### src/rtl/ltsq_pkg.sv
// Shared types, codes and constants of the locked task sequence queues.
`default_nettype none
package ltsq_pkg;

  // Default sizing, handed to the top-level parameters.
  localparam int MAX_QUEUES_DEF  = 8;
  localparam int QUEUE_DEPTH_DEF = 16;
  localparam int HANDLE_BITS_DEF = 16;

  // Fixed field widths of the request and response items.
  localparam int ACTION_W   = 2;
  localparam int QID_W      = 8;
  localparam int HANDLE_W   = 16;
  localparam int STATUS_W   = 3;
  localparam int FREE_W     = 5;
  localparam int ACTIVE_W   = 4;
  localparam int LIMIT_W    = 5;
  localparam int CFG_DATA_W = 5;
  localparam int CFG_IDX_W  = 1;
  localparam int S_TDATA_W  = 24;
  localparam int M_TDATA_W  = 32;

  localparam logic [ACTIVE_W-1:0] ACTIVE_RESET = 4'd0;
  localparam logic [LIMIT_W-1:0]  LIMIT_RESET  = 5'd16;

  typedef enum logic [CFG_IDX_W-1:0] {
    CFG_ACTIVE_QUEUES = 1'b0,
    CFG_QUEUE_LIMIT   = 1'b1
  } cfg_idx_e;

  typedef enum logic [ACTION_W-1:0] {
    ACT_ADD    = 2'd0,
    ACT_TAKE   = 2'd1,
    ACT_UNLOCK = 2'd2,
    ACT_QUERY  = 2'd3
  } action_e;

  typedef enum logic [STATUS_W-1:0] {
    ST_OK      = 3'd0,
    ST_FULL    = 3'd1,
    ST_INVALID = 3'd2,
    ST_LOCKED  = 3'd3,
    ST_EMPTY   = 3'd4
  } status_e;

  typedef enum logic {
    S_IDLE = 1'b0,
    S_EXEC = 1'b1
  } state_e;

  // Controller to datapath.
  typedef struct packed {
    logic capture;  // latch request, start store read
    logic exec;     // apply request, load response register
  } ctrl_cmd_t;

  // Datapath to controller.
  typedef struct packed {
    logic out_free; // response register empty or being drained
  } dp_status_t;

endpackage
`default_nettype wire

### src/rtl/ltsq_ram.sv
// Generic single-write, single-read RAM with registered read data.
`default_nettype none
module ltsq_ram #(
  parameter int WIDTH = 16,
  parameter int DEPTH = 128,
  localparam int AW   = (DEPTH > 1) ? $clog2(DEPTH) : 1
) (
  input  wire logic             clk_i,
  input  wire logic             we_i,
  input  wire logic [AW-1:0]    waddr_i,
  input  wire logic [WIDTH-1:0] wdata_i,
  input  wire logic             re_i,
  input  wire logic [AW-1:0]    raddr_i,
  output logic      [WIDTH-1:0] rdata_o
);

  logic [WIDTH-1:0] mem_q [DEPTH];

  always_ff @(posedge clk_i) begin
    if (we_i) begin
      mem_q[waddr_i] <= wdata_i;
    end
    if (re_i) begin
      rdata_o <= mem_q[raddr_i];
    end
  end

endmodule
`default_nettype wire

### src/rtl/ltsq_ctrl.sv
// Request sequencer: accept, then execute once the response register is free.
`default_nettype none
module ltsq_ctrl
  import ltsq_pkg::*;
(
  input  wire logic       clk_i,
  input  wire logic       rst_ni,
  input  wire logic       req_valid_i,
  output logic            req_ready_o,
  input  wire dp_status_t dp_sts_i,
  output ctrl_cmd_t       cmd_o
);

  state_e state_q, state_d;

  always_ff @(posedge clk_i or negedge rst_ni) begin
    if (!rst_ni) begin
      state_q <= S_IDLE;
    end else begin
      state_q <= state_d;
    end
  end

  always_comb begin
    state_d     = state_q;
    req_ready_o = 1'b0;
    cmd_o       = '0;
    unique case (state_q)
      S_IDLE: begin
        req_ready_o = 1'b1;
        if (req_valid_i) begin
          cmd_o.capture = 1'b1;
          state_d       = S_EXEC;
        end
      end
      S_EXEC: begin
        // hold the read data until the response slot opens
        if (dp_sts_i.out_free) begin
          cmd_o.exec = 1'b1;
          state_d    = S_IDLE;
        end
      end
      default: state_d = S_IDLE;
    endcase
  end

endmodule
`default_nettype wire

### src/rtl/ltsq_dp.sv
// Queue pointers, lock bits, handle store and response register.
`default_nettype none
module ltsq_dp
  import ltsq_pkg::*;
#(
  parameter int MAX_QUEUES  = MAX_QUEUES_DEF,
  parameter int QUEUE_DEPTH = QUEUE_DEPTH_DEF,
  parameter int HANDLE_BITS = HANDLE_BITS_DEF
) (
  input  wire logic                  clk_i,
  input  wire logic                  rst_ni,
  input  wire ctrl_cmd_t             cmd_i,
  output dp_status_t                 sts_o,
  input  wire logic                  cfg_we_i,
  input  wire logic [CFG_IDX_W-1:0]  cfg_idx_i,
  input  wire logic [CFG_DATA_W-1:0] cfg_data_i,
  input  wire logic [ACTION_W-1:0]   req_action_i,
  input  wire logic [QID_W-1:0]      req_qid_i,
  input  wire logic [HANDLE_W-1:0]   req_handle_i,
  output logic                       rsp_valid_o,
  input  wire logic                  rsp_ready_i,
  output logic [STATUS_W-1:0]        rsp_status_o,
  output logic [HANDLE_W-1:0]        rsp_task_o,
  output logic [FREE_W-1:0]          rsp_free_o,
  output logic                       rsp_task_ready_o
);

  localparam int QW = (MAX_QUEUES > 1) ? $clog2(MAX_QUEUES) : 1;
  localparam int HW = (QUEUE_DEPTH > 1) ? $clog2(QUEUE_DEPTH) : 1;
  localparam int FW = $clog2(QUEUE_DEPTH + 1);
  localparam int SW = FW + 1;
  localparam int LW = (FW > LIMIT_W) ? FW : LIMIT_W;
  localparam int RAM_DEPTH = MAX_QUEUES * QUEUE_DEPTH;
  localparam int AW = (RAM_DEPTH > 1) ? $clog2(RAM_DEPTH) : 1;

  // configuration
  logic [ACTIVE_W-1:0] active_q;
  logic [LIMIT_W-1:0]  limit_q;
  // per-queue state
  logic [HW-1:0] head_q [MAX_QUEUES];
  logic [FW-1:0] fill_q [MAX_QUEUES];
  logic          lock_q [MAX_QUEUES];
  // latched request
  logic [ACTION_W-1:0]    act_q;
  logic [QID_W-1:0]       qid_q;
  logic [HANDLE_BITS-1:0] handle_q;
  // response register
  logic                rsp_valid_q;
  logic [STATUS_W-1:0] status_q;
  logic [HANDLE_W-1:0] task_q;
  logic [FREE_W-1:0]   free_q;
  logic                tready_q;

  logic [QID_W-1:0]       act_cnt;
  logic [QID_W-1:0]       new_cnt;
  logic [LW-1:0]          lim;
  logic [QW-1:0]          in_idx;
  logic [QW-1:0]          qi;
  logic                   q_valid;
  logic [HW-1:0]          head_cur, head_n;
  logic [FW-1:0]          fill_cur, fill_n;
  logic                   lock_cur, lock_n;
  logic                   upd;
  logic [SW-1:0]          sum;
  logic [HW-1:0]          slot;
  logic [LW-1:0]          fill_l;
  logic [LW-1:0]          free_l;
  logic [AW-1:0]          raddr, waddr;
  logic                   ram_we;
  logic [HANDLE_BITS-1:0] rdata;
  logic [31:0]            h_in32, t_out32;
  logic [STATUS_W-1:0]    status_n;
  logic [HANDLE_W-1:0]    task_n;
  logic [FREE_W-1:0]      free_n;
  logic                   tready_n;

  // Saturate the active count and clamp the limit into 1..QUEUE_DEPTH.
  always_comb begin
    act_cnt = ({4'b0, active_q} > QID_W'(MAX_QUEUES)) ? QID_W'(MAX_QUEUES)
                                                      : {4'b0, active_q};
    new_cnt = ({4'b0, cfg_data_i[ACTIVE_W-1:0]} > QID_W'(MAX_QUEUES))
              ? QID_W'(MAX_QUEUES) : {4'b0, cfg_data_i[ACTIVE_W-1:0]};
    if (limit_q == '0) begin
      lim = LW'(1);
    end else if (LW'(limit_q) > LW'(QUEUE_DEPTH)) begin
      lim = LW'(QUEUE_DEPTH);
    end else begin
      lim = LW'(limit_q);
    end
  end

  // Keep array indexes in range for ids past the last queue.
  assign in_idx = (req_qid_i < QID_W'(MAX_QUEUES)) ? req_qid_i[QW-1:0] : '0;
  assign qi     = (qid_q < QID_W'(MAX_QUEUES)) ? qid_q[QW-1:0] : '0;
  assign q_valid = qid_q < act_cnt;

  assign h_in32 = {16'b0, req_handle_i};
  assign raddr  = AW'(in_idx) * AW'(QUEUE_DEPTH) + AW'(head_q[in_idx]);

  always_comb begin
    head_cur = head_q[qi];
    fill_cur = fill_q[qi];
    lock_cur = lock_q[qi];
    head_n   = head_cur;
    fill_n   = fill_cur;
    lock_n   = lock_cur;
    ram_we   = 1'b0;
    status_n = ST_OK;
    task_n   = '0;
    t_out32  = 32'(rdata);
    fill_l   = LW'(fill_cur);
    // tail slot, wrapped once around the ring
    sum      = SW'(head_cur) + SW'(fill_cur);
    if (sum >= SW'(QUEUE_DEPTH)) begin
      sum = sum - SW'(QUEUE_DEPTH);
    end
    slot  = sum[HW-1:0];
    waddr = AW'(qi) * AW'(QUEUE_DEPTH) + AW'(slot);
    case (act_q)
      ACT_ADD: begin
        if (fill_l >= lim) begin
          status_n = ST_FULL;
        end else begin
          ram_we = q_valid;
          fill_n = fill_cur + FW'(1);
        end
      end
      ACT_TAKE: begin
        if (lock_cur) begin
          status_n = ST_LOCKED;
        end else if (fill_cur == '0) begin
          status_n = ST_EMPTY;
        end else begin
          task_n = t_out32[HANDLE_W-1:0];
          sum    = SW'(head_cur) + SW'(1);
          if (sum >= SW'(QUEUE_DEPTH)) begin
            sum = '0;
          end
          head_n = sum[HW-1:0];
          fill_n = fill_cur - FW'(1);
          lock_n = (qi != '0);
        end
      end
      ACT_UNLOCK: lock_n = 1'b0;
      default: ;
    endcase
    free_l   = (LW'(fill_n) >= lim) ? '0 : lim - LW'(fill_n);
    free_n   = FREE_W'(free_l);
    tready_n = !lock_n && (fill_n != '0);
    upd      = cmd_i.exec && q_valid;
    if (!q_valid) begin
      status_n = ST_INVALID;
      task_n   = '0;
      free_n   = '0;
      tready_n = 1'b0;
    end
  end

  ltsq_ram #(
    .WIDTH (HANDLE_BITS),
    .DEPTH (RAM_DEPTH)
  ) u_store (
    .clk_i   (clk_i),
    .we_i    (ram_we && cmd_i.exec),
    .waddr_i (waddr),
    .wdata_i (handle_q),
    .re_i    (cmd_i.capture),
    .raddr_i (raddr),
    .rdata_o (rdata)
  );

  always_ff @(posedge clk_i or negedge rst_ni) begin
    if (!rst_ni) begin
      active_q <= ACTIVE_RESET;
      limit_q  <= LIMIT_RESET;
      for (int i = 0; i < MAX_QUEUES; i++) begin
        head_q[i] <= '0;
        fill_q[i] <= '0;
        lock_q[i] <= 1'b0;
      end
    end else if (cfg_we_i) begin
      if (cfg_idx_i == CFG_ACTIVE_QUEUES) begin
        active_q <= cfg_data_i[ACTIVE_W-1:0];
        // drop every queue that falls out of use
        for (int i = 0; i < MAX_QUEUES; i++) begin
          if (QID_W'(i) >= new_cnt) begin
            head_q[i] <= '0;
            fill_q[i] <= '0;
            lock_q[i] <= 1'b0;
          end
        end
      end else begin
        limit_q <= cfg_data_i[LIMIT_W-1:0];
      end
    end else if (upd) begin
      head_q[qi] <= head_n;
      fill_q[qi] <= fill_n;
      lock_q[qi] <= lock_n;
    end
  end

  always_ff @(posedge clk_i or negedge rst_ni) begin
    if (!rst_ni) begin
      rsp_valid_q <= 1'b0;
    end else if (cmd_i.exec) begin
      rsp_valid_q <= 1'b1;
    end else if (rsp_ready_i) begin
      rsp_valid_q <= 1'b0;
    end
  end

  always_ff @(posedge clk_i) begin
    if (cmd_i.capture) begin
      act_q    <= req_action_i;
      qid_q    <= req_qid_i;
      handle_q <= h_in32[HANDLE_BITS-1:0];
    end
    if (cmd_i.exec) begin
      status_q <= status_n;
      task_q   <= task_n;
      free_q   <= free_n;
      tready_q <= tready_n;
    end
  end

  assign sts_o.out_free  = !rsp_valid_q || rsp_ready_i;
  assign rsp_valid_o      = rsp_valid_q;
  assign rsp_status_o     = status_q;
  assign rsp_task_o       = task_q;
  assign rsp_free_o       = free_q;
  assign rsp_task_ready_o = tready_q;

`ifndef SYNTHESIS
  // never overwrite a response that is still waiting
  assert property (@(posedge clk_i) disable iff (!rst_ni)
    cmd_i.exec |-> (!rsp_valid_q || rsp_ready_i))
    else $error("response overwritten before it was taken");

  // the shared pool never locks
  assert property (@(posedge clk_i) disable iff (!rst_ni) !lock_q[0])
    else $error("queue 0 locked");

  // fill of the addressed queue stays within the ring
  assert property (@(posedge clk_i) disable iff (!rst_ni)
    cmd_i.exec |-> (fill_n <= FW'(QUEUE_DEPTH)))
    else $error("queue fill beyond depth");

  // a successful take leaves one entry fewer
  assert property (@(posedge clk_i) disable iff (!rst_ni)
    (upd && act_q == ACT_TAKE && status_n == ST_OK) |=> fill_q[$past(qi)] ==
      $past(fill_cur) - FW'(1))
    else $error("take did not pop an entry");
`endif

endmodule
`default_nettype wire

### src/rtl/locked_task_sequence_queues_core.sv
// Top level of the locked task sequence queues: stream ports and config port.
// Sequence: the store read starts at the edge that accepts a request; once the response
//   register is free, the queue is updated and the response register is loaded.
// Requests: a new request waits until the last one has executed, as the handle store
//   and per-queue pointers are read, then written; longer while the response register stays full.
// Reset: asynchronous, active low; all queues empty and unlocked, active_queues 0,
//   queue_limit 16. The handle store is not cleared; only written slots are returned.
`default_nettype none
module locked_task_sequence_queues_core
  import ltsq_pkg::*;
#(
  parameter int MAX_QUEUES  = MAX_QUEUES_DEF,
  parameter int QUEUE_DEPTH = QUEUE_DEPTH_DEF,
  parameter int HANDLE_BITS = HANDLE_BITS_DEF
) (
  input  wire logic                  clk_i,
  input  wire logic                  rst_ni,
  // configuration write port
  input  wire logic                  cfg_we_i,
  input  wire logic [CFG_IDX_W-1:0]  cfg_idx_i,
  input  wire logic [CFG_DATA_W-1:0] cfg_data_i,
  // request stream
  input  wire logic                  s_axis_tvalid,
  output logic                       s_axis_tready,
  input  wire logic [S_TDATA_W-1:0]  s_axis_tdata,  // queue_id[7:0], task_handle[23:8]
  input  wire logic [ACTION_W-1:0]   s_axis_tuser,  // action[1:0]
  // response stream
  output logic                       m_axis_tvalid,
  input  wire logic                  m_axis_tready,
  output logic [M_TDATA_W-1:0]       m_axis_tdata   // status[2:0], task_out[18:3],
                                                    // free_spaces[23:19], task_ready[24]
);

  ctrl_cmd_t           cmd;
  dp_status_t          dp_sts;
  logic [STATUS_W-1:0] rsp_status;
  logic [HANDLE_W-1:0] rsp_task;
  logic [FREE_W-1:0]   rsp_free;
  logic                rsp_task_ready;

  // Sequencer: takes one request, waits for a free response slot, executes.
  ltsq_ctrl u_ctrl (
    .clk_i       (clk_i),
    .rst_ni      (rst_ni),
    .req_valid_i (s_axis_tvalid),
    .req_ready_o (s_axis_tready),
    .dp_sts_i    (dp_sts),
    .cmd_o       (cmd)
  );

  // Datapath: per-queue pointers and locks, handle store, response register.
  ltsq_dp #(
    .MAX_QUEUES  (MAX_QUEUES),
    .QUEUE_DEPTH (QUEUE_DEPTH),
    .HANDLE_BITS (HANDLE_BITS)
  ) u_dp (
    .clk_i            (clk_i),
    .rst_ni           (rst_ni),
    .cmd_i            (cmd),
    .sts_o            (dp_sts),
    .cfg_we_i         (cfg_we_i),
    .cfg_idx_i        (cfg_idx_i),
    .cfg_data_i       (cfg_data_i),
    .req_action_i     (s_axis_tuser),
    .req_qid_i        (s_axis_tdata[QID_W-1:0]),
    .req_handle_i     (s_axis_tdata[QID_W+HANDLE_W-1:QID_W]),
    .rsp_valid_o      (m_axis_tvalid),
    .rsp_ready_i      (m_axis_tready),
    .rsp_status_o     (rsp_status),
    .rsp_task_o       (rsp_task),
    .rsp_free_o       (rsp_free),
    .rsp_task_ready_o (rsp_task_ready)
  );

  // Pack the response fields from the lowest bit up; pad to whole bytes.
  assign m_axis_tdata = {7'b0, rsp_task_ready, rsp_free, rsp_task, rsp_status};

endmodule
`default_nettype wire

### config.mk
export PLATFORM = sky130hd
export DESIGN_NAME = locked_task_sequence_queues_core
export DESIGN_NICKNAME = d
export VERILOG_FILES = /design/src/rtl/ltsq_pkg.sv /design/src/rtl/ltsq_ram.sv /design/src/rtl/ltsq_ctrl.sv /design/src/rtl/ltsq_dp.sv /design/src/rtl/locked_task_sequence_queues_core.sv
export SDC_FILE = /design/constraint.sdc
export NUM_CORES = 2
export LEC_CHECK = 0
export BUFFER_PORTS_ARGS = -buffer_cell sky130_fd_sc_hd__buf_4
export CAP_MARGIN = 20
export CORE_UTILIZATION = 40
export CTS_CLUSTER_DIAMETER = 40
export DETAILED_ROUTE_END_ITERATION = 8
export PLACE_DENSITY = 0.59
export REMOVE_ABC_BUFFERS = 1
export SLEW_MARGIN = 20
export SYNTH_ARGS = -nofsm -noshare
export SYNTH_HDL_FRONTEND = slang
export SYNTH_SLANG_ARGS = --single-unit
### constraint.sdc
create_clock -name clk_i -period 15.15 [get_ports clk_i]
set_input_delay 0.7575 -clock clk_i [delete_from_list [all_inputs] [get_ports clk_i]]
set_output_delay 0.7575 -clock clk_i [all_outputs]
set_load 0.01 [all_outputs]
==> metrics.cfg <==
[logic_synthesis]
synth_most_common_cell = edfxtp_1
syn-cell-area_um2 = 87560
synth_top_area_share_pct = 72.54
synthCells = 5792
synth_fa_ha_area_share_pct = 0.3458
synthFlopType = edfxtp_1
syn_avg_cell_area_um2 = 15.12
synth_top_family_by_area = simple AND/OR/NAND/NOR gates
synthMuxAreaShare_pct = 5.832
ys_seq_elements = 2206
yosysWarningCount = 0
ys_types = 95
synth_common_cells = 2,115 x edfxtp_1, 1,147 x nand2_1, 417 x nand3_1, 256 x nor2_1, 233 x a21oi_1
async_reset_ff_share_pct = 4.125
synth_compound_area_share_pct = 6.010
synthTopCellsByArea = edfxtp_1 73%, nand2_1 4.9%, mux4_2 4.0%
yosys.area_share.simple_pct = 10.48
synth_edf_count = 2115
synth_top_cell_by_area = edfxtp_1
synthXorXnorAreaFrac_pct = 0.1286
ys_seq_area_share_pct = 75.14

[place]
placed_area_um2 = 92060
dp_hpwl_mm = 167.1
gp_congestion = 0.9464
io_buffers = 63

[sta]
finClkSkew_ns = 0.08757
rsz0062_at_grt = false
tightest_slew_ns = 1.202
slew_headroom_pct = 19.83
finalMaxSlewViolations = 0
setup_tns_ns = 0
setup_viol = 0
max_clock_freq_mhz = 148.1
finalCritPeriodShare_pct = 44.55
fin_crit_ns = 6.750
hold_ws_ns = 0.06796
finalHoldViolations = 0

[route]
vias_per_cell = 5.937
first_pass_iters = 7
drtIter0Drc = 7407
drt-total-wl_mm = 276.7
drc = 0
num_vias = 54620
drtAntennaViolNets = 0
wl_per_cell_um = 30.07

[min_path]
worst_hold_path_type = in -> reg
worstHoldPathCells = 1

[die]
io_pins = 71
fp.dieW_um = 469.9
design.core.area_um2 = 217400
dieArea_um2 = 220800
num_rows = 171
dieHeight_um = 469.9
start_util_pct = 40.28

[outcome]
status = finished clean

[final_layout]
n_fill_cell = 18540
fin_util_pct = 47.34
fin_area_um2 = 102900
area_delta_synth_final_pct = 17.53
fin_nets = 6167
layout-drive-gt1-share_pct = 17.12

[clock_network]
postCtsSetupBuffers = 0
clock_sinks = 2206
clockBufferDepth = 4
numCtsBuffers = 320
insertion_delay_ns = 0.95
cts_htree_levels = 5
root_buffer = clkbuf_16
clkTransAtPathRegs_ns = 0.05
cts_tree = yes

[global_routing]
grt-ovfl-total = 0
grt_pass1_vias = 51870
grt_pass1_wl_mm = 390.5
grt_usage_pct = 24.63
grt_antenna_before_repair = 15
grt_max_degree = 137

[setup_path]
worstPathArrival_ns = 7.38
path_class = reg -> reg
crit_path_end_kind = flip-flop
start_kind = flip-flop
reg2regPathDepth = 14
path_max_fanout = 16
worstPathRequired_ns = 15.78

[run]
drv_cap = 0

[power_and_ir_drop]
p_leak_nw = 34.37
irDropWorstVdd_mv = 0.1448
power_density_nw_per_um2 = 149.3

[sequential cells by signal (all words and copies together), names as in the netlist, 2 cells and up]
name                  flops
u_dp.u_store.rdata_o     16
u_dp.rsp_task_o          16
u_dp.limit_q              5
u_dp.rsp_free_o           5
u_dp.qid_q                8
u_dp.head_q              32
u_dp.fill_q              40
u_dp.handle_q            16
u_dp.rsp_status_o         3
u_dp.lock_q               8
u_dp.act_q                2
u_dp.active_q             4
u_dp.u_store.mem_q     2048
[cells in the final DEF (no fill, tap or decap), types with 14 or more instances in the layout]
cell,n
nor3_2,20
mux2_2,17
edfxtp_1,2115
clkinvlp_4,39
clkinv_1,22
and3_1,51
clkbuf_1,32
nand3_1,417
dfrtp_1,90
buf_4,283
clkinv_4,24
clkinv_2,27
clkbuf_16,328
a31oi_1,66
a21o_1,14
a22o_1,21
a32oi_1,38
ha_1,21
bufinv_16,36
nor4_1,18
inv_1,29
a21oi_1,233
o21ai_1,19
a221oi_1,19
o21ai_0,83
nand4_1,51
mux2i_1,134
dlygate4sd3_1,19
nor2_2,43
nor3_1,41
inv_6,41
nor2_1,211
a22oi_1,101
and2_1,23
mux4_2,154
o22ai_1,46
nand2_1,1147
[area by class of cell]
| cell class | count | area, um^2 | area share, % |
|---|---|---|---|
| Clock inverter | 199 | 2278 | 2.214 |
| Tap cell | 2854 | 3571 | 3.470 |
| Antenna cell | 3 | 7.507 | 0.007295 |
| Clock buffer | 360 | 8328 | 8.093 |
| Multi-Input combinational cell | 3236 | 20330 | 19.76 |
| Sequential cell | 2206 | 65790 | 63.93 |
| Inverter | 32 | 120.1 | 0.1167 |
| Timing Repair Buffer | 311 | 2477 | 2.407 |
[logic make-up (layout without fill, tap and decap cells)]
family,Yosys count,count (layout)
AOI/OAI and AO/OA,783,783
xor gates and xnor gates,12,12
adders and majority gates,23,23
buffers and inverters,356,902
DFF,2206,2206
muxes,309,309
other,1,10
and+or+nand+nor,2102,2102
[critical path, stage by stage (launching register included)]
cell and delay (ns):
edfxtp_1 0.37, or4_1 0.74, nor3_2 0.72, o22ai_1 0.19
a211oi_1 0.85, ha_1 0.39, a21o_1 0.16, a21o_1 0.17
a31oi_1 0.57, nand3_1 0.36, nor2_1 0.33, nand2_1 0.09
buf_4 0.31, nor2_1 0.86, buf_4 0.34
[metrics by stage]
step	setup slack, ns	power [mW]	cells
CTS	8.508	15.42	9196
detailed placement	8.260	8.077	8618
global route	8.148	15.71	9198
global placement	8.292	8.063	8618
floorplan	-12.94	7.752	5474
finish	8.400	15.36	9201
[worst paths after layout]
kind                       slack (ns)             from                         to
max                              8.40    u_dp.qid_q[7]  u_dp.u_store.mem_q[82][4]
min                              0.07  s_axis_tdata[4]              u_dp.qid_q[4]
max reg2reg                      8.40    u_dp.qid_q[7]  u_dp.u_store.mem_q[82][4]
min in group asynchronous        0.38           rst_ni           u_dp.active_q[1]
max in group asynchronous       13.62           rst_ni             u_dp.head_q[6]
min reg2reg                      0.47   u_dp.lock_q[1]             u_dp.lock_q[1]
[routing by layer]
layer	track usage (%)	wire length, um
met5	0	62
met4	10.87	12570
met3	5.923	29990
met2	36.45	123500
met1	34.52	110500
[repair_timing]
action | in CTS | in global routing
hold buffers | 19 | 0
gates resized for setup | 0 | 0
setup endpoints to repair | 0 | 0
hold endpoints to repair | 61 | 0
[power breakdown]
group / internal [mW] / switching, mW
Sequential: 6.95 / 0.0420
Combinational: 0.214 / 0.761
Clock: 4.61 / 2.79
(Power assumes the default switching activity.)
